$ cat src/rtl/core/mexp_mul_cell.sv
// Multiply cell: one interleaved modular multiply step for both the
// accumulator product (acc * sq) and the square (sq * sq), one multiplier
// bit per cell. The cell at bit zero closes one exponent bit.
// No package dependencies.
`default_nettype none

module mexp_mul_cell #(
  parameter int MOD_WIDTH = 20,
  parameter int BIT_IDX   = 0
) (
  input  wire logic                 clk,
  input  wire logic                 rst_n,
  input  wire logic                 en,
  input  wire logic [MOD_WIDTH-1:0] modulus,
  input  wire logic                 exp_bit,
  input  wire logic                 vld_i,
  input  wire logic [MOD_WIDTH-1:0] acc_i,
  input  wire logic [MOD_WIDTH-1:0] sq_i,
  input  wire logic [MOD_WIDTH-1:0] pm_i,
  input  wire logic [MOD_WIDTH-1:0] ps_i,
  output logic                      vld_o,
  output logic [MOD_WIDTH-1:0]      acc_o,
  output logic [MOD_WIDTH-1:0]      sq_o,
  output logic [MOD_WIDTH-1:0]      pm_o,
  output logic [MOD_WIDTH-1:0]      ps_o
);

  localparam bit LAST = (BIT_IDX == 0);

  logic                 vld_r;
  logic [MOD_WIDTH-1:0] acc_r, sq_r, pm_r, ps_r;
  logic [MOD_WIDTH-1:0] acc_nxt, sq_nxt, pm_nxt, ps_nxt;
  logic [MOD_WIDTH-1:0] pm_step, ps_step;

  // One step: r = 2r + (bit ? a : 0), then bring back below the modulus.
  // Both r and a are below n, so at most two subtractions are needed.
  function automatic logic [MOD_WIDTH-1:0] mul_step(
    input logic [MOD_WIDTH-1:0] r,
    input logic [MOD_WIDTH-1:0] a,
    input logic                 b,
    input logic [MOD_WIDTH-1:0] n
  );
    logic [MOD_WIDTH+1:0] t;
    logic [MOD_WIDTH+1:0] n1;
    logic [MOD_WIDTH+1:0] n2;
    logic [MOD_WIDTH+1:0] res;
    t  = {1'b0, r, 1'b0} + (b ? {2'b00, a} : '0);
    n1 = {2'b00, n};
    n2 = {1'b0, n, 1'b0};
    priority if (t >= n2) begin
      res = t - n2;
    end else if (t >= n1) begin
      res = t - n1;
    end else begin
      res = t;
    end
    return res[MOD_WIDTH-1:0];
  endfunction

  // Run both products; at bit zero fold the products into acc and sq
  always_comb begin
    pm_step = mul_step(pm_i, sq_i, acc_i[BIT_IDX], modulus);
    ps_step = mul_step(ps_i, sq_i, sq_i[BIT_IDX], modulus);
    if (LAST) begin
      acc_nxt = exp_bit ? pm_step : acc_i;
      sq_nxt  = ps_step;
      pm_nxt  = '0;
      ps_nxt  = '0;
    end else begin
      acc_nxt = acc_i;
      sq_nxt  = sq_i;
      pm_nxt  = pm_step;
      ps_nxt  = ps_step;
    end
  end

  // Hold valid under reset; advance on enable
  always_ff @(posedge clk) begin
    if (!rst_n) begin
      vld_r <= 1'b0;
    end else if (en) begin
      vld_r <= vld_i;
    end
  end

  // Advance payload on enable
  always_ff @(posedge clk) begin
    if (en) begin
      acc_r <= acc_nxt;
      sq_r  <= sq_nxt;
      pm_r  <= pm_nxt;
      ps_r  <= ps_nxt;
    end
  end

  assign vld_o = vld_r;
  assign acc_o = acc_r;
  assign sq_o  = sq_r;
  assign pm_o  = pm_r;
  assign ps_o  = ps_r;

endmodule

`default_nettype wire

$ cat config.mk
export PLATFORM = sky130hd
export DESIGN_NAME = mexp_mul_cell
export DESIGN_NICKNAME = d
export VERILOG_FILES = /design/src/rtl/core/mexp_mul_cell.sv
export SDC_FILE = /design/constraint.sdc
export NUM_CORES = 1
export LEC_CHECK = 0
export ABC_AREA = 1
export BUFFER_PORTS_ARGS = -buffer_cell sky130_fd_sc_hd__buf_2
export CORE_ASPECT_RATIO = 0.6
export CORE_MARGIN = 2
export CORE_UTILIZATION = 25
export DETAILED_ROUTE_END_ITERATION = 16
export SETUP_SLACK_MARGIN = 0.05
export SLEW_MARGIN = 20
export SYNTH_ARGS = -nofsm -noshare
export SYNTH_HDL_FRONTEND = slang
export SYNTH_SLANG_ARGS = --single-unit
export TNS_END_PERCENT = 5
$ cat constraint.sdc
create_clock -name clk -period 5.6 [get_ports clk]
set_input_delay 0.28 -clock clk [delete_from_list [all_inputs] [get_ports clk]]
set_output_delay 0.28 -clock clk [all_outputs]
set_load 0.01 [all_outputs]
# Word-level counts from Yosys, hierarchy flattened
# Index checks and enable logic that the tools add are counted.
[word_totals] ff_bits=41 latch_bits=0 ram_bits=0 romBits=0 in_bits=105 output_inout_bits=81 word_cells=20 n_memories=0
[classes] addsub=6 mul=0 div=0 n_lt_le_gt_ge=4 eq_ne=0 shift=0 n_mux=7 n_bitwise=0 reduce_logical=0
[op_table] cell="two-way mux 20 bit" count=7
[op_table] cell="subtractor 20 bit" count=4
[op_table] cell="adder 21 x 20 -> 22 bit" count=2
[op_table] cell=">= comparator 22 x 20 -> 1 bit" count=2
[op_table] cell=">= comparator 22 x 21 -> 1 bit" count=2

# Depth between registers and ports, before layout
# Gate-level depths: netlist (run 1).
[logic_depth] word_depth=6 mapped_depth=29 mapped_depth_nobuf=28

# Worst setup path after synthesis (run 1)
# OpenSTA, ideal clock, no wires.
[synth_timing] path_kind="input -> register" startpoint="input acc_i[0]" endpoint="register acc_r[12], in the netlist acc_o[12], data pin" setup_time_ps=259 arrival_ps=3353 t_required_ps=5341 setup_slack_ps=1988 stages=27 path_buffers=2 cell_sequence="clkbuf_1 nand2_1 inv_1 ha_1 fa_1 nand3_1 nand3_1 nand2_1 nand3_1 nand2_1 nand2_1 nand2_1 nand2_1 ha_1 nand2_1 inv_1 nand2_1 nand2_1 a21oi_1 nand4_1 nand2_1 nand2_2 nand2_1 nand2_4 buf_4 a21oi_1 a21oi_1"
[synth_between] elab_chain_cells=6 elab_cells_between_ends=9 cone_classes="3 x add/sub; 2 x order compare; 4 x mux"
[synth_lines] element="start: declaration" line="17" source="input wire logic [MOD_WIDTH-1:0] acc_i,"
[synth_lines] element="two-way mux 20 bit *" line="47" source="t = {1'b0, r, 1'b0} + (b ? {2'b00, a} : '0);"
[synth_lines] element="adder 21 x 20 -> 22 bit *" line="47"
[synth_lines] element="subtractor 20 bit or >= comparator 22 x 20 -> 1 bit (tied branches)" line="53, 52"
[synth_lines] element="two-way mux 20 bit" line="52" source="end else if (t >= n1) begin"
[synth_lines] element="two-way mux 20 bit *" line="50" source="priority if (t >= n2) begin"
[synth_lines] element="two-way mux 20 bit *" line="65" source="acc_nxt = exp_bit ? pm_step : acc_i;"
[synth_lines] element="via acc_nxt[12]" line="32" source="logic [MOD_WIDTH-1:0] acc_nxt, sq_nxt, pm_nxt, ps_nxt;"
[synth_lines] element="end signal: assignment" line="89" source="acc_r <= acc_nxt;"
[synth_lines] element="end: declaration" line="31" source="logic [MOD_WIDTH-1:0] acc_r, sq_r, pm_r, ps_r;"
# Mark *: on every way through the listed nets, which the timed path passes. The rest lies on a longest branch.
# A chain may end at the register's enable or synchronous reset.

# Final worst setup path (run 1)
[layout_timing] startpoint="input acc_i[0]" endpoint="register acc_r[15], in the netlist acc_o[15], data pin"
# The elaborated chain is that of the path after synthesis.

==> flow_summary.yaml, run 1 <==
clocking:
  htree_num_levels: 2
  clockBufferDepth: 2
  post_cts_buffers: 0
  cts_buffers: 5
  cts.sinks: 41
  root_buffer: "clkbuf_16"
  hold_buffers: 0
  clk_latency_ns: 0.31
  tritoncts: "done"
  clkSlewWorstSetupHoldPaths_ns: 0.07
  post_cts_resized: 0
sta:
  skew_ns: 0
  relSlewSlack: 0.497
  slew_viol_final: 0
  tns_ns: 0
  rsz0062_at_grt: "no"
  finalHoldViolCount: 0
  finalSetupViolations: 0
  period_needed_ns: 4.47
  worst_pin_slew_ns: 0.754
  hold_ws_ns: 0.202
  period_share: 0.799
  timing.fmax_ghz: 0.224
  finalWorstSetupSlack_ns: 1.13
placement:
  placed_cell_area_um2: 11000
  pre_cts_ws_ns: 0.855
  io_buffers: 145
  dp_hpwl_mm: 36.5
  dp.cells: 2321
  gp_congestion: 1.02
drt:
  dr.pass1.iters: 5
  wl_mm: 42.0
  met3_length_mm: 3.98
  wl_per_cell_um: 18.0
  drt_iter0_markers: 1118
  vias_per_cell: 4.87
  vias: 11331
  met2WireLength_mm: 16.6
  wl_met1_mm: 21.1
  postRouteAntennaNets: 0
  highest_layer: "met4"
  drc_errors: 0
global_routing:
  grt_usage: 0.200
  grt-ovfl-total: 0
  antenna_found_initial: 1
  grt_pass1_vias: 10425
  grt_first_pass_wirelength_mm: 62.5
  grt_max_degree: 43
worst_setup_path:
  critPathKind: "primary input to register"
  r2r_start: "vld_o"
  end_kind: "register"
  worstPathMaxFanout: 21
  crit_arrival_ns: 4.53
  required_ns: 5.66
  startpoint: "acc_i[0]"
  regToRegSetupSlack_ns: 4.94
  startpoint_type: "primary input"
logic_synthesis:
  synth_warnings: 0
  yosys.area_share.simple: 0.372
  yosys.area.top_type: "nand2_1"
  syn-cell-area_um2: 9860
  synth-seq-cells: 41
  async_reset_ff_frac: 0
  synth_top_area_frac: 0.218
  muxShareOfSynthArea: 0
  seq_area_frac_synth: 0.124
  synthXorXnorAreaFrac: 0.0764
  syn_avg_cell_area_um2: 5.89
  synth.most_common_cell: "nand2_1"
  synth_edf_count: 40
  synth_cells: 1673
  synth_cell_types: 40
  synth_compound_area_frac: 0.133
  synthTopCellsByCount: "573 x nand2_1, 226 x inv_1, 153 x a21oi_1"
  synth_flop_cell: "edfxtp_1"
  synth_top_family_by_area: "simple AND/OR/NAND/NOR gates"
  synthAdderAreaFrac: 0.162
  synth_area_leaders: "nand2_1 22%, ha_1 15%, edfxtp_1 12%"
die:
  core_area_um2: 39000
  die_h_um: 158
  rows: 56
  dieArea_um2: 41100
  ios: 186
  initial_core_util: 0.253
  die_w_um: 260
finish:
  nets: 2035
  antenna_cells: 0
  areaGrowthSynthToFinish_pct: 13.1
  fin_util: 0.286
  stdcell_area_um2: 11100
  final_cell_count_no_fill: 2329
  drive_gt1_frac: 0.0996
hold_path:
  hold_start: "vld_i"
  hp-class: "primary input to register"
power:
  p_per_area_nw_per_um2: 271
  ir_worst_vdd_mv: 0.123
  p_leak_nw: 6.33
  power_mw: 3.02
outcome:
  status: "finished, final reports clean"
run:
  cap_violations: 0
[path summary, 6_finish.rpt]
kind | to | cells after the start
max | acc_o[15] | 23
min | vld_o | 3
max reg2reg | vld_o | 2
min reg2reg | vld_o | 2
[sequential cells by signal, indices dropped and copies added, names as in the netlist]
| name | count |
|---|---|
| sq_o | 20 |
| vld_o | 1 |
| acc_o | 20 |
[area by class of cell]
class / count / area (um2)
Inverter: 229 / 860
Clock buffer: 6 / 129
Tap cell: 522 / 653
Timing Repair Buffer: 154 / 796
Multi-Input combinational cell: 1375 / 7480
Sequential cell: 41 / 1220
Clock inverter: 2 / 15.0
Fill cell: 4502 / 27800
[critical path, cell delays in order]
cell and delay, ns:
buf_2 0.22, nand2_1 0.11, inv_1 0.05, ha_1 0.24, fa_1 0.45, nand3_1 0.11, nand3_1 0.16, nand2_1 0.11
nand3_1 0.14, xor2_1 0.46, ha_1 0.38, nand2_1 0.15, inv_1 0.05, a21oi_1 0.21, nand2_1 0.10, nand2_1 0.08
nand4_1 0.08, nand2_1 0.11, nand3_2 0.37, nand2_1 0.26, nand2_1 0.13, nand2_1 0.13, a21oi_1 0.09
[cells in the final DEF, fill, tap and decap left out, types with 3 or more instances in the layout]
cell       netlist  final
o21ai_1          3      3
nand2_1        573    573
a21o_1           8      8
nor4_1           3      3
o21ai_0         54     54
inv_1          226    226
xnor2_1         15     15
o21a_1           6      6
a21oi_1        153    153
o21bai_1         8      8
conb_1           1     40
edfxtp_1        40     40
and2_1           5      5
buf_2           12    144
o31ai_1          3      3
nand4_1         49     49
or2_2            3      3
nor3_1          14     14
ha_1           118    118
nor2_1         117    117
inv_2            3      3
nand2_2          3      3
xor2_1          71     71
fa_1             6      6
nand3_1        108    108
clkbuf_16        0      5
buf_4           43     10
[report_power, final]
group,leakage (nW),internal [mW],switching (mW)
Clock,0.0631,0.166,0.141
Combinational,5.87,0.725,1.52
Sequential,0.399,0.450,0.0215
[metal layers]
layer,GRT usage,up-vias
li1,-,5636
met1,0.304,5222
met2,0.286,452
met3,0.0524,21
met4,0.0204,0
met5,0,-
[cell families after synthesis]
family	after synthesis
AO/OA/AOI/OAI	242
other	1
AND/OR/NAND/NOR	883
adder cells (fa/ha/maj)	124
XOR/XNOR	86
buffers and inverters	296
flip-flops	41
Note: power is estimated with default switching activity, not from simulation.
==> run 2: changes to the inputs <==
- clock period: 5.6 -> 3.59 ns (I/O delays scaled with it)
==> flow_summary.yaml, run 2 (synthesized netlist as in run 1, its figures left out) <==
outcome:
  status: "finished, final reports clean"
die:
  initial_core_util: 0.253
  die_w_um: 260
  rows: 56
  ios: 186
  die_h_um: 158
  dieArea_um2: 41100
  core_area_um2: 39000
worst_setup_path:
  crit_buf_inv: 8
  path_common_cell: "buf_4"
  r2r_start: "vld_o"
  path_delay_family: "simple AND/OR/NAND/NOR gates"
  crit_arrival_ns: 3.55
  end_kind: "register"
  worstPathMaxFanout: 12
  regToRegSetupSlack_ns: 2.92
  r2r-end: "vld_o"
  required_ns: 3.65
  reg2reg_depth: 2
  critPathKind: "primary input to register"
  startpoint_type: "primary input"
  slowest_stage: "fa_2"
  crit_chain: "buf_8 > nand2_2 > inv_1 > ha_2 > fa_2 > buf_4 > nand3_1 > nand3_2 > buf_6 > xor2_1 > buf_4 > ha_4 > buf_6 > nand4_1 > nor3_2 > nand4_1 > nand4_1 > a21oi_2 > buf_4 > buf_4 > nand3_1 > nand2_1 > nand2_1 > nand2_1"
  cp_slowest_stage_delay_ns: 0.40
drt:
  postRouteAntennaNets: 0
  wl_per_cell_um: 16.1
  wl_mm: 43.5
  drc_errors: 0
  dr.pass1.iters: 6
  vias_per_cell: 4.72
  drt_iter0_markers: 1203
  vias: 12693
sta:
  period_share: 0.974
  skew_ns: 0
  hold_ws_ns: 0.108
  finalSetupViolations: 0
  period_needed_ns: 3.50
  relSlewSlack: 0.313
  timing.fmax_ghz: 0.286
  worst_pin_slew_ns: 1.03
  rsz0062_at_grt: "yes"
  slew_viol_final: 0
  tns_ns: 0
  finalHoldViolCount: 0
global_routing:
  grt_first_pass_wirelength_mm: 64.5
  antenna_found_initial: 2
  grt_max_degree: 43
  grt-ovfl-total: 0
  grt_pass1_vias: 11735
  grt_usage: 0.204
finish:
  final_cell_mix: "546 x nand2_1, 356 x buf_4, 225 x inv_1"
  drive_gt1_frac: 0.309
  areaGrowthSynthToFinish_pct: 49.8
  regArea_um2: 1220
  nets: 2397
  fillers: 4193
  multi_input_area_um2: 8280
  stdcell_area_um2: 14800
  layout.cells.most_common: "nand2_1"
clocking:
  clockBufferDepth: 2
  hold_buffers: 0
  cts_buffers: 5
  root_buffer: "clkbuf_16"
  tritoncts: "done"
  cts.sinks: 41
  clkSlewWorstSetupHoldPaths_ns: 0.06
  htree_num_levels: 2
  clk_latency_ns: 0.30
power:
  p_leak_nw: 8.19
  p_per_area_nw_per_um2: 404
  ir_worst_vdd_mv: 0.197
placement:
  gp_congestion: 1.02
  dp_hpwl_mm: 37.4
  io_buffers: 145
  placed_cell_area_um2: 13700
hold_path:
  hold_start: "vld_i"
  hp-class: "primary input to register"
  min_to: "vld_o"
  worstHoldPathCells: 3
run:
  cap_violations: 0
## run 2: changes by cell type in the layout (fill, tap and decap cells not counted), sizes merged
| cell | previous run | this run |
|---|---|---|
| diode | 0 | 1 |
| buf | 154 | 514 |
| nand2 | 577 | 579 |
## run 2: power breakdown
part	internal [mW]	switching, mW
Sequential	0.702	0.0354
Combinational	2.10	2.66
Clock	0.259	0.213
## run 2: worst max-delay path by stage
stage,cells after the start,from,end
2_1_floorplan,27,acc_i[0],acc_o[12]
3_3_place_gp,25,sq_i[0],sq_o[19]
3_5_place_dp,25,sq_i[0],sq_o[18]
4_1_cts,26,sq_i[0],sq_o[1]
5_1_grt,23,sq_i[0],sq_o[1]
6_report,24,sq_i[0],sq_o[16]
## run 2: per-stage QoR
step                utilization  cells  power (mW)  setup WS (ns)
floorplan                     -   1712        3.10         0.0784
global placement          0.351   2667        5.06         -0.609
detailed placement        0.351   2667        5.07         -0.557
CTS                       0.359   2681        5.64         0.0336
global route              0.379   2692        6.45        -0.0171
finish                    0.379   2692        5.97         0.0929
## run 2: layout make-up
type / instances / share of cell area
Clock buffer: 6 / 0.00873
Inverter: 229 / 0.0585
Antenna cell: 1 / 0.000169
Sequential cell: 41 / 0.0827
Tap cell: 522 / 0.0442
Multi-Input combinational cell: 1377 / 0.561
Clock inverter: 2 / 0.00102
Timing Repair Buffer: 514 / 0.244
## run 2: worst register-to-register path, cell delays in order (launching register included)
cell	delay, ns
dfxtp_1	0.30
o21ai_0	0.16
a21oi_1	0.06
## run 2: repair_timing
action                                  4_1_cts  5_1_grt
endpoints found under the hold margin         0        0
pin swaps                                     7       29
cloned                                        2        1
gates resized for setup                      29      138
endpoints found under the setup margin       39       40
buffers inserted                              4        9
## run 2: per-layer routing
layer | up-vias | share of wire | track usage
li1 | 6359 | - | -
met1 | 5850 | 0.48 | 0.291
met2 | 440 | 0.41 | 0.306
met3 | 44 | 0.092 | 0.0596
met4 | 0 | 0.015 | 0.0348
met5 | - | 0 | 0
