--- config.mk ---
export PLATFORM = sky130hd
export DESIGN_NAME = mexp_red_cell
export DESIGN_NICKNAME = d
export VERILOG_FILES = /design/src/rtl/core/mexp_pkg.sv /design/src/rtl/core/mexp_red_cell.sv
export SDC_FILE = /design/constraint.sdc
export NUM_CORES = 1
export LEC_CHECK = 0
export ABC_AREA = 1
export ABC_CLOCK_PERIOD_IN_PS = 4800
export BUFFER_PORTS_ARGS = -buffer_cell sky130_fd_sc_hd__buf_2
export CORE_MARGIN = 2
export CORE_UTILIZATION = 40
export CTS_CLUSTER_DIAMETER = 50
export DETAILED_ROUTE_END_ITERATION = 8
export GPL_ROUTABILITY_DRIVEN = 0
export PLACE_DENSITY = 0.68
export RECOVER_POWER = 50
export SLEW_MARGIN = 20
export SYNTH_ARGS = -nofsm -noshare
export SYNTH_HDL_FRONTEND = slang
export SYNTH_SLANG_ARGS = --single-unit
--- constraint.sdc ---
create_clock -name clk -period 4.8 [get_ports clk]
set_input_delay 0 -clock clk [delete_from_list [all_inputs] [get_ports clk]]
set_output_delay 0 -clock clk [all_outputs]
set_load 0.03 [all_outputs]
--- src/rtl/core/mexp_pkg.sv ---
// Package for the modular exponentiation block: fixed field widths,
// configuration register codes and reset values.
// No dependencies; used by every file under rtl/core except mexp_mul_cell.
`default_nettype none

package mexp_pkg;

  // Fixed widths of the message and result fields
  localparam int MSG_W = 20;
  localparam int OUT_W = 20;

  // Configuration port index width
  localparam int CFG_IDX_W = 2;

  // Configuration register indexes
  typedef enum logic [CFG_IDX_W-1:0] {
    REG_MODULUS  = 2'd0,
    REG_EXPONENT = 2'd1
  } cfg_reg_t;

  // Register reset values (truncated to the register width at use)
  localparam int MODULUS_RESET  = 1147;
  localparam int EXPONENT_RESET = 1;

endpackage

`default_nettype wire

--- src/rtl/core/mexp_red_cell.sv ---
// Reduction cell: one restoring step of message mod modulus, one message
// bit per cell, most significant bit first.
// Depends on mexp_pkg (message width).
`default_nettype none

module mexp_red_cell #(
  parameter int MOD_WIDTH = 20,
  parameter int BIT_IDX   = 0
) (
  input  wire logic                          clk,
  input  wire logic                          rst_n,
  input  wire logic                          en,
  input  wire logic [MOD_WIDTH-1:0]          modulus,
  input  wire logic                          vld_i,
  input  wire logic [mexp_pkg::MSG_W-1:0]    msg_i,
  input  wire logic [MOD_WIDTH-1:0]          rem_i,
  output logic                               vld_o,
  output logic [mexp_pkg::MSG_W-1:0]         msg_o,
  output logic [MOD_WIDTH-1:0]               rem_o
);

  logic                       vld_r;
  logic [mexp_pkg::MSG_W-1:0] msg_r;
  logic [MOD_WIDTH-1:0]       rem_r;
  logic [MOD_WIDTH:0]         shifted;
  logic [MOD_WIDTH-1:0]       rem_nxt;

  // Shift in the next message bit and subtract the modulus once if needed
  always_comb begin
    shifted = {rem_i, msg_i[BIT_IDX]};
    if (shifted >= {1'b0, modulus}) begin
      rem_nxt = MOD_WIDTH'(shifted - {1'b0, modulus});
    end else begin
      rem_nxt = shifted[MOD_WIDTH-1:0];
    end
  end

  // Hold valid under reset; advance on enable
  always_ff @(posedge clk) begin
    if (!rst_n) begin
      vld_r <= 1'b0;
    end else if (en) begin
      vld_r <= vld_i;
    end
  end

  // Advance payload on enable
  always_ff @(posedge clk) begin
    if (en) begin
      msg_r <= msg_i;
      rem_r <= rem_nxt;
    end
  end

  assign vld_o = vld_r;
  assign msg_o = msg_r;
  assign rem_o = rem_r;

endmodule

`default_nettype wire

== Yosys cells after proc, flatten, opt, wreduce, memory -nomap -nowiden ==
Cells that the tools add are included.

* Bits of input ports: 64
* Word-level logic and storage cells: 6
* Output and inout port bits: 41
* Register bits after elaboration: 41

* Order comparisons: 1
* Mux-type cells: 1
* Add/sub/neg operators: 1

{| class="wikitable"
|+ Operator list
! kind !! count
|-
| $ge 21x20->1 || 1
|-
| $mux 20 || 1
|-
| $sub 20x20->20 || 1
|}

== Logic depth before layout (Yosys ltp) ==
Gate-level depths: netlist of run 1.

* Depth in word-level cells: 2
* Mapped depth: 14
* Gate-level depth less buffers: 13

== Worst setup path before layout of run 1 ==
OpenSTA, ideal clock, no wires.

* Kind: input port to flip-flop
* Start: in modulus[3]
* End: reg rem_r[9] (netlist: rem_o[9]) (data pin)
* Stages on the path: 14
* Arrival time: 1264 ps
* Setup slack: 3285 ps
* Setup time: 251 ps
* Data required time: 4549 ps
* Buffers on the path: 1
* Cell sequence: inv_1 ha_1 nand2_2 nor2_2 nand2_1 nand3_2 nand2_2 nand2_2 nand2_2 nand2_4 inv_6 buf_12 nand2_2 nand2_2

* Word-level cells in the longest chain between the ends: 2
* Elaborated cells on any way between the ends: 3
* Those cells by class: add/sub: 1; order compare: 1; mux: 1

{| class="wikitable"
|+ Ends and longest elaborated chain
! item !! RTL line !! RTL
|-
| from (decl) || mexp_red_cell.sv:13 || <nowiki>input wire logic [MOD_WIDTH-1:0] modulus,</nowiki>
|-
| $sub 20x20->20 / $ge 21x20->1 (equally long branches) || mexp_red_cell.sv:32, mexp_red_cell.sv:31 ||
|-
| $mux 20 (*) || mexp_red_cell.sv:31 || <nowiki>if (shifted >= {1'b0, modulus}) begin</nowiki>
|-
| named net rem_nxt[9] || mexp_red_cell.sv:26 || <nowiki>logic [MOD_WIDTH-1:0] rem_nxt;</nowiki>
|-
| to (signal assigned) || mexp_red_cell.sv:51 || <nowiki>rem_r <= rem_nxt;</nowiki>
|-
| to (decl) || mexp_red_cell.sv:24 || <nowiki>logic [MOD_WIDTH-1:0] rem_r;</nowiki>
|}

The timed path passes the listed nets; every way through them passes the cells marked *.
A chain may end at the register's enable or synchronous reset.

==> results of run 1 <==
==> cells in the mapped netlist <==
cell and n:
nor2_2 2, o21ai_0 5, nand3_2 1, a21oi_2 1, inv_1 59, nand3_1 25
nor3_1 2, o21bai_1 1, and2_1 1, nand2_2 17, dfxtp_1 1, edfxtp_1 40
ha_1 20, buf_6 2, inv_2 4, nand3b_1 3, nand4_1 2, inv_6 1
nor3_4 1, nor2_1 23, nand2_4 1, nand2_1 130, buf_12 1, xor2_1 10
o21a_1 1, fa_1 1, a21oi_1 15
==> worst register-to-register path: stages (launching register included) <==
cell and delay [ps]:
dfxtp_1 310, o21ai_0 190, a21oi_1 90, dlygate4sd3_1 650
==> stage by stage <==
step / instances / setup slack, ps / hold slack [ps] / power [mW]
after floorplan: 370 / 3290 / 93.5 / 0.720
after global placement: 570 / 2890 / 177 / 0.817
after detailed placement: 570 / 2850 / 178 / 0.821
after CTS: 613 / 2610 / 0.245 / 1.12
after global routing: 613 / 2070 / 3.40 / 1.17
final: 613 / 2350 / 3.98 / 1.11
==> layout make-up <==
cell class | instances | area share, %
clock buffers | 6 | 1.85
clock inverters | 2 | 0.891
inverters | 64 | 6.24
multi-input cells | 262 | 35.3
flip-flops and latches | 41 | 31.1
well taps | 99 | 3.15
repair buffers | 139 | 21.5
==> power by group <==
part           switching, mW  internal [mW]
Sequential           0.00937          0.444
Combinational          0.250          0.130
Clock                  0.124          0.154
==> cell families after synthesis <==
| group | share of synthesized area, % |
|---|---|
| flip-flops | 42.1 |
| adder cells (fa/ha/maj) | 9.33 |
| XOR/XNOR | 3.02 |
| buffers and inverters | 9.93 |
| AO/OA/AOI/OAI | 4.27 |
| AND/OR/NAND/NOR | 31.3 |
==> worst max-delay path by stage <==
| stage | from | depth (start not counted) | slack (ps) | to |
|---|---|---|---|---|
| detailed placement | msg_i[0] | 13 | 2850 | rem_o[16] |
| CTS | msg_i[0] | 14 | 2610 | rem_o[16] |
| finish | en | 4 | 2350 | vld_o |
| global route | en | 4 | 2070 | vld_o |
| floorplan | modulus[3] | 14 | 3290 | rem_o[9] |
| global placement | msg_i[0] | 13 | 2890 | rem_o[16] |
==> layout by cell type (no fill, tap or decap) <==
cell / synthesis / final
nor3_1: 2 / 2
nor2_2: 2 / 2
nand4_1: 2 / 2
xor2_1: 10 / 10
bufinv_16: 0 / 1
a21oi_2: 1 / 1
o21a_1: 1 / 1
inv_6: 1 / 1
a21oi_1: 15 / 15
inv_2: 4 / 4
nor3_4: 1 / 1
inv_1: 59 / 59
and2_1: 1 / 1
buf_2: 0 / 84
nor2_1: 23 / 23
dlygate4sd3_1: 0 / 35
dfxtp_1: 1 / 1
o21bai_1: 1 / 1
nand2_1: 130 / 130
nand2_4: 1 / 1
clkbuf_8: 0 / 5
edfxtp_1: 40 / 40
nand3b_1: 3 / 3
clkinv_2: 0 / 1
clkbuf_1: 0 / 21
o21ai_0: 5 / 5
fa_1: 1 / 1
ha_1: 20 / 20
nand3_1: 25 / 25
nand3_2: 1 / 1
nand2_2: 17 / 17
==> registers in the layout (all words and copies together) (netlist names) <==
register  flops
msg_o        20
rem_o        20
vld_o         1
==> per-layer routing <==
layer	vias to the layer above	share of wire, %	routed length (um)	global-route usage (%)
met1	1239	45	3250	22.6
met2	91	47	3370	30.2
met3	15	5.4	392	3.14
met4	0	2.7	193	7.46
met5	-	0	0	0
li1	1457	-	-	-
==> impl_results.md, run 1 <==
* Status: finished with violations
* Failing checks: capacitance limit, slew limit
* Port Buffers at 104
* Clock sink count at 41
* Initial antenna violation count at 0
* Share of post-route cells with drive strength above 1 at 23.2%
* Top Ports at 105
* Root Buffer: clkbuf_8
* Synthesis-to-finish area growth at 35.7%
* Period minus WS final at 2450 ps
* Hold_sp: rem_i[17]
* R2r endpoint: vld_o
* Area of the multi-input gates at 1390 um^2
* Crit start category: primary input
* Worst EP arrival at 2680 ps
* H-tree levels at 2
* Final slew viol count at 43
* Hold/Removal Path Class: in2reg
* Peak supply drop at 0.109 mV
* Total number of vias at 2802
* Top-area cell type share of the netlist area at 41.5%
* Initial Utilization at 40.6%
* CTS Hold Bufs at 35
* Post-CTS Setup Inserts at 0
* Avg Inst Size Synth at 7.83 um^2
* CP endpoint kind: register
* Reg-to-reg startpoint: vld_o
* Post-DP HPWL at 5250 um
* Seq/Total Area, Yosys at 42.1%
* Largest cells by area after synthesis: edfxtp_1 41%, nand2_1 17%, ha_1 8.6%, inv_1 7.6%, nand3_1 4.3%
* Power density over the cells at 283 nW/um^2
* Die area at 7940 um^2
* Max-slew headroom at -48.8%
* R2R cell count at 3
* CTS clk-pin slew, worst paths at 80 ps
* Post-CTS sizing at 0
* Setup Viol. Count Final at 0
* Pre-antenna DRT Iters at 4
* Row cnt at 31
* Die X at 89.1 um
* Synth area leader: edfxtp_1
* DRC errors left at 0
* DR iter-0 viols at 145
* Synth unique cells at 27
* First-pass GRT wire length at 11200 um
* DRT antenna net count at 0
* Final clock skew at 0 ps
* RSZ-0062 raised after global routing: no
* Cell area after synthesis at 2900 um^2
* Number of global-route vias before repair at 2595
* Deepest clock path buffer count at 2
* GRT Util Overall at 17.9%
* WHS Path Cells at 3
* Routed wire length at 7200 um
* Register Area at 1220 um^2
* Vias per cell at 4.57
* Core ar. at 7140 um^2
* Slowest-stage cell, CP: clkbuf_1
* Flop-to-flop setup slack at 3440 ps
* #FFs+latches synth at 41
* CP delay by family, top: buffers and inverters
* Maximum clock rate at 409 MHz
* Slowest cell delay on critical path at 1550 ps
* Worst path buffer plus inverter count at 2
* Mapped Nets at 455
* DP Area at 3500 um^2
* Post-Syn Instances at 370
* Worst-path fanout max at 42
* Ys Warns at 0
* Average wire per standard cell at 11.7 um
* Nets@finish at 598
* Largest net degree at the start of global routing at 43
* Later-pin clock latency in the skew report at 290 ps
* Final total negative setup slack at 0 ps
* CP Cell Sequence: clkbuf_1 > o21ai_0 > a21oi_1 > dlygate4sd3_1
* LEAKAGE at 2.02 nW
* Chip height at 89.1 um
* Period utilization at 51.0%
* Worst-Margin Slew at 2230 ps
* CTS tree: built
* CTS Buf Count at 5
* Max-cap violations at 1
* Cell area after layout at 3930 um^2
* Worst Hold Path EP: rem_o[18]
* Req. time, crit path at 5040 ps
* Core Util, Final at 55.1%
* GR Overflow Total at 0
* Final Hold Fails at 0
* # fillers at 727
* Critical path type: in2reg
* Antenna cell count at 0
No activity file was read; power rests on OpenSTA's default activity.
==> run 2: changes to the inputs <==
Settings changed: ABC_AREA 1 to 0, ABC_CLOCK_PERIOD_IN_PS 4800 to 2000, PLACE_DENSITY 0.68 to 0.71.
Clock period 4.8 ns to 2 ns, I/O delays scaled along.
==> run 2 against run 1 <==
Net effect:
- the flow now finishes without violations
- final cell count fell by 19%
- synthesized cell count fell by 38%
- critical path depth grew 8
- first-iteration DRC count fell by 63%
- register-to-register slack got worse by 2600 ps
- area after synthesis is 5.9% lower
==> impl_results.md, run 2 <==
* Status: finished, final reports clean
* Overall power at 2.93 mW
* Total number of vias at 2463
* RSZ-0062 raised after global routing: yes
* XOR/XNOR Fraction of Synth Area at 5.14%
* Nets@finish at 502
* Chip height at 86.6 um
* Later-pin clock latency in the skew report at 280 ps
* H-tree levels at 2
* Worst-Margin Slew at 1030 ps
* #FFs+latches synth at 41
* CP endpoint kind: register
* Antenna cell count at 0
* Clock share of power at 22.5%
* Number of global-route vias before repair at 2480
* Synthesis-to-finish area growth at 54.9%
* Final Hold Fails at 0
* GRT Util Overall at 18.8%
* Fraction of the mapped netlist area in simple logic gates at 8.31%
* Routed wire length at 7170 um
* Largest net degree at the start of global routing at 42
* Share of post-route cells with drive strength above 1 at 51.9%
* Non-filler instance count after layout at 498
* Final clock skew at 0 ps
* Avg Inst Size Synth at 11.9 um^2
* Clock sink count at 41
* CTS Buf Count at 5
* CTS tree: built
* Psw at 0.919 mW
* Count leader, synth: edfxtp_1
* Die area at 7490 um^2
* Commonest non-fill, non-tap cell in the layout: buf_2
* Mux cell area share after synthesis at 11.2%
* Row cnt at 30
* Largest family of logic cells by synthesized area: compound AO/OA/AOI/OAI gates
* Critical path type: in2reg
* Initial antenna violation count at 0
* Most frequent cells in the layout: 99 x buf_2, 56 x buf_4, 40 x edfxtp_1, 22 x inv_1, 22 x dlygate4sd3_1
* Post-synth top cells: 40 x edfxtp_1, 26 x inv_1, 20 x ha_1
* DR iter-0 viols at 53
* Post-DP HPWL at 5020 um
* Deepest clock path buffer count at 2
* Top Ports at 105
* Most used flip-flop cell after synthesis: edfxtp_1
* Vias per cell at 4.95
* R2R cell count at 3
* Worst Setup Slack, final at 24.6 ps
* Req. time, crit path at 2040 ps
* Final slew viol count at 0
* Hold slack final at 20.6 ps
* Largest cells by area after synthesis: edfxtp_1 44%, mux2_4 10%, ha_1 9.2%, inv_1 3.6%, xnor2_1 3.2%
* GR Overflow Total at 0
* # fillers at 556
* Seq/Total Area, Yosys at 44.8%
* First-pass GRT wire length at 11100 um
* DP Worst Slack at -431 ps
* DP Area at 3740 um^2
* Post-Syn Instances at 230
* Power Internal at 2.01 mW
* DRC errors left at 0
* Number of flops mapped to enable cells by yosys at 40
* Maximum clock rate at 506 MHz
* DRT antenna net count at 0
* Synth area leader: edfxtp_1
* Synth async-reset ratio at 0%
* Seq pwr share at 37.5%
* Max-cap violations at 0
* Top-area cell type share of the netlist area at 44.1%
* Hold/Removal Path Class: in2reg
* Period utilization at 98.8%
* Power density over the cells at 693 nW/um^2
* Post-synthesis compound-gate area fraction at 14.6%
* Part of the power in combinational logic at 40.0%
* Synth unique cells at 48
* Cell area after layout at 4220 um^2
* Max-slew headroom at 31.2%
* Final total negative setup slack at 0 ps
* Port Buffers at 104
* Root Buffer: clkbuf_8
* Core ar. at 6680 um^2
* Peak supply drop at 0.360 mV
* CTS clk-pin slew, worst paths at 80 ps
* Die X at 86.6 um
* Area share of fa/ha/maj cells after synthesis at 9.91%
* Setup Viol. Count Final at 0
* Crit start category: primary input
* Initial Utilization at 40.8%
* WHS Path Cells at 2
* Period minus WS final at 1980 ps
* Ys Warns at 0
* Mapped Nets at 315
* LEAKAGE at 1.99 nW
* Switch share at 31.4%
* Pre-antenna DRT Iters at 5
* Cell area after synthesis at 2730 um^2
* Core Util, Final at 63.2%
* Post-Place Cells at 463
* Worst-path fanout max at 2
* Average wire per standard cell at 14.4 um
* Worst EP arrival at 2010 ps
[run 2: changes by cell type in the layout (fill, tap and decap cells not counted), sizes merged, moves of 5 or more]
cell / previous run / this run
nand2: 148 / 9
buf: 84 / 159
inv: 64 / 26
nand3: 26 / 4
mux2: 0 / 19
clkbuf: 26 / 8
nor2: 25 / 10
dlygate4sd3: 35 / 22
xnor2: 0 / 10
o21a: 1 / 7
a21o: 0 / 5
a21oi: 16 / 21
nor2b: 0 / 5
[run 2: timing repair]
item                       4_1_cts  5_1_grt
hold buffers                    21        1
setup buffers                    0        2
cloned                           2        1
hold endpoints to repair        21        1
pin swaps                        9        9
setup endpoints to repair       19       15
gates resized for setup         15        9
[run 2: final cells by class]
type | instances | area [um^2] | area share [%]
multi-input cells | 160 | 1480 | 35.1
flip-flops and latches | 41 | 1220 | 28.9
repair buffers | 183 | 1200 | 28.4
inverters | 26 | 113 | 2.67
well taps | 80 | 100 | 2.37
clock buffers | 6 | 72.6 | 1.72
clock inverters | 2 | 35.0 | 0.830
[run 2: path summary, 6_finish.rpt]
kind / start / end / slack [ps]
worst min-delay path: rem_i[1] / rem_o[2] / 20
worst min register to register: vld_o / vld_o / 1080
worst max register to register: vld_o / vld_o / 840
worst max-delay path: msg_i[0] / rem_o[14] / 20
[run 2: kinds of logic (layout without fill, tap and decap cells)]
kind of cell / Yosys count / count (layout)
DFF: 41 / 41
and+or+nand+nor: 42 / 42
adders and majority gates: 21 / 21
AOI/OAI and AO/OA: 57 / 60
muxes: 21 / 21
xor gates and xnor gates: 16 / 16
buffers and inverters: 32 / 217
[run 2: worst max-delay path, cell delays in order]
cell	delay (ps)
buf_12	110
inv_12	40
ha_4	120
inv_2	40
fa_2	360
a21oi_4	180
o221ai_2	120
o31a_1	290
a22o_1	260
nor3_2	150
xnor2_1	90
mux2_4	260
[run 2: metal layers]
metal	track usage [%]	vias up	routed length, um
met5	0	-	0
met1	22.3	1139	2960
met4	6.53	0	166
met2	34.3	88	3670
met3	2.95	16	374
li1	-	1220	-
[run 2: power groups by stage]
stage | Sequential [mW] | Clock, mW | Combinational (mW)
after global placement | 1.11 | 0 | 1.05
after detailed placement | 1.11 | 0 | 1.07
after floorplan | 1.33 | 0 | 0.491
final | 1.10 | 0.659 | 1.17
after global routing | 1.11 | 0.709 | 1.26
after CTS | 1.10 | 0.674 | 1.14
==> run 3: changes to the inputs <==
Settings changed: CELL_PAD_IN_SITES_DETAIL_PLACEMENT set to 1, CELL_PAD_IN_SITES_GLOBAL_PLACEMENT set to 1, CORE_UTILIZATION 40 to 34, CTS_CLUSTER_SIZE set to 8, PLACE_DENSITY 0.71 to 0.78.
==> run 3 against run 2 <==
Net effect:
- the flow now finishes with violations (setup timing)
- critical path depth is 2 lower
- sequential power hardly changed
- clock power is 4.2% higher
==> impl_results.md, run 3 (same netlist as run 2, synthesis figures left out) <==
* Status: finished with violations
* Failing checks: setup timing
* DRT antenna net count at 0
* Reg-to-reg startpoint: vld_o
* H-tree levels at 2
* Average wire per standard cell at 17.0 um
* Core Util, Final at 54.4%
* Share of post-route cells with drive strength above 1 at 51.8%
* Chip height at 93.5 um
* WHS Path Cells at 2
* Initial antenna violation count at 0
* Setup Viol. Count Final at 4
* Final Hold Fails at 0
* CP endpoint kind: register
* Max-slew headroom at 25.4%
* Power density over the cells at 706 nW/um^2
* CTS tree: built
* Period minus WS final at 2010 ps
* Cell area after layout at 4230 um^2
* Commonest non-fill, non-tap cell in the layout: buf_2
* DR iter-0 viols at 68
* GR Overflow Total at 0
* Number of global-route vias before repair at 2749
* Req. time, crit path at 2050 ps
* DP Area at 3720 um^2
* Worst Hold Path EP: rem_o[11]
* Die area at 8750 um^2
* Top Ports at 105
* Total number of vias at 2529
* Period utilization at 100%
* Worst EP arrival at 2050 ps
* Worst-path fanout max at 5
* Post-Place Cells at 478
* Critical path type: in2reg
* CTS clk-pin slew, worst paths at 90 ps
* Later-pin clock latency in the skew report at 290 ps
* Deepest clock path buffer count at 2
* R2r endpoint: vld_o
* Row cnt at 32
* Routed wire length at 8760 um
* Synthesis-to-finish area growth at 55.1%
* Final slew viol count at 0
* Crit start category: primary input
* RSZ-0062 raised after global routing: yes
* GRT Util Overall at 18.9%
* First-pass GRT wire length at 13100 um
* Hold_sp: rem_i[10]
* Worst-Margin Slew at 1120 ps
* Antenna cell count at 0
* Vias per cell at 4.91
* Flop-to-flop setup slack at 810 ps
* Port Buffers at 104
* Most frequent cells in the layout: 103 x buf_2, 51 x buf_4, 40 x edfxtp_1, 24 x inv_1, 22 x dlygate4sd3_1
* Clock sink count at 41
* CP Cell Sequence: buf_2 > inv_1 > ha_4 > and2_4 > a221o_1 > a21oi_2 > and2_1 > a21o_4 > o21a_4 > mux2_4
* Initial Utilization at 35.1%
* Non-filler instance count after layout at 515
* LEAKAGE at 1.96 nW
* R2R cell count at 3
* Final clock skew at 0 ps
* Maximum clock rate at 498 MHz
* Largest net degree at the start of global routing at 42
* Root Buffer: clkbuf_8
* Die X at 93.5 um
* Pre-antenna DRT Iters at 4
* Slowest-stage cell, CP: a221o_1
* DP Worst Slack at -460 ps
* Peak supply drop at 0.291 mV
* Overall power at 2.99 mW
* Worst Setup Slack, final at -6.84 ps
* Post-DP HPWL at 5890 um
* CTS Buf Count at 5
* Core ar. at 7770 um^2
* Nets@finish at 497
* DRC errors left at 0
* Slowest cell delay on critical path at 330 ps
* Hold/Removal Path Class: in2reg
* Max-cap violations at 0
==> run 3: worst max-delay path by stage <==
stage	end	slack (ps)	from	cells after the start
after floorplan	rem_o[18]	-50	msg_i[0]	11
after global placement	rem_o[18]	-360	msg_i[0]	12
after detailed placement	rem_o[5]	-460	modulus[14]	10
after CTS	rem_o[3]	-50	modulus[14]	10
after global routing	rem_o[19]	-70	modulus[1]	11
final	rem_o[3]	-7	modulus[14]	10
==> run 3: layout make-up <==
cell class | instances | area, um^2
fill | 871 | 3540
multi-input combinational | 160 | 1520
sequential | 41 | 1220
timing repair buffer | 178 | 1140
tap | 102 | 128
inverter | 26 | 110
clock buffer | 5 | 68.8
clock inverter | 3 | 41.3
==> run 3: critical path: cells and delay by family <==
kind	cells	cell delay (ps)
simple gates	2	370
buf+inv	2	190
mux	1	310
compound gates	4	940
fa+ha+maj	1	220
==> run 3: report_power, final <==
part | switching [mW] | internal (mW) | leakage, nW
Clock | 0.319 | 0.368 | 0.0518
Combinational | 0.640 | 0.564 | 1.51
Sequential | 0.0246 | 1.07 | 0.400
Total | 0.984 | 2.00 | 1.96
==> run 3: stage by stage <==
stage | hold slack, ps | setup TNS, ps
global placement | 176 | -6440
finish | 14.6 | -18.5
detailed placement | 179 | -8830
CTS | 11.7 | -432
floorplan | 98.9 | -974
global route | 10.3 | -782
==> run 3: layer usage <==
layer | wire (um) | global-route usage [%] | share of wire (%)
met2 | 4730 | 37.6 | 54
met4 | 188 | 4.47 | 2.1
met1 | 3390 | 20.6 | 39
met5 | 0 | 0 | 0
met3 | 446 | 2.82 | 5.1
==> run 3: timing repair <==
| action | in CTS | in global routing |
|---|---|---|
| endpoints found under the setup margin | 19 | 20 |
| buffers inserted | 2 | 2 |
| hold buffers | 22 | 0 |
| endpoints found under the hold margin | 21 | 0 |
| gates resized for setup | 4 | 17 |
| pin swaps | 5 | 2 |
| cloned | 1 | 2 |
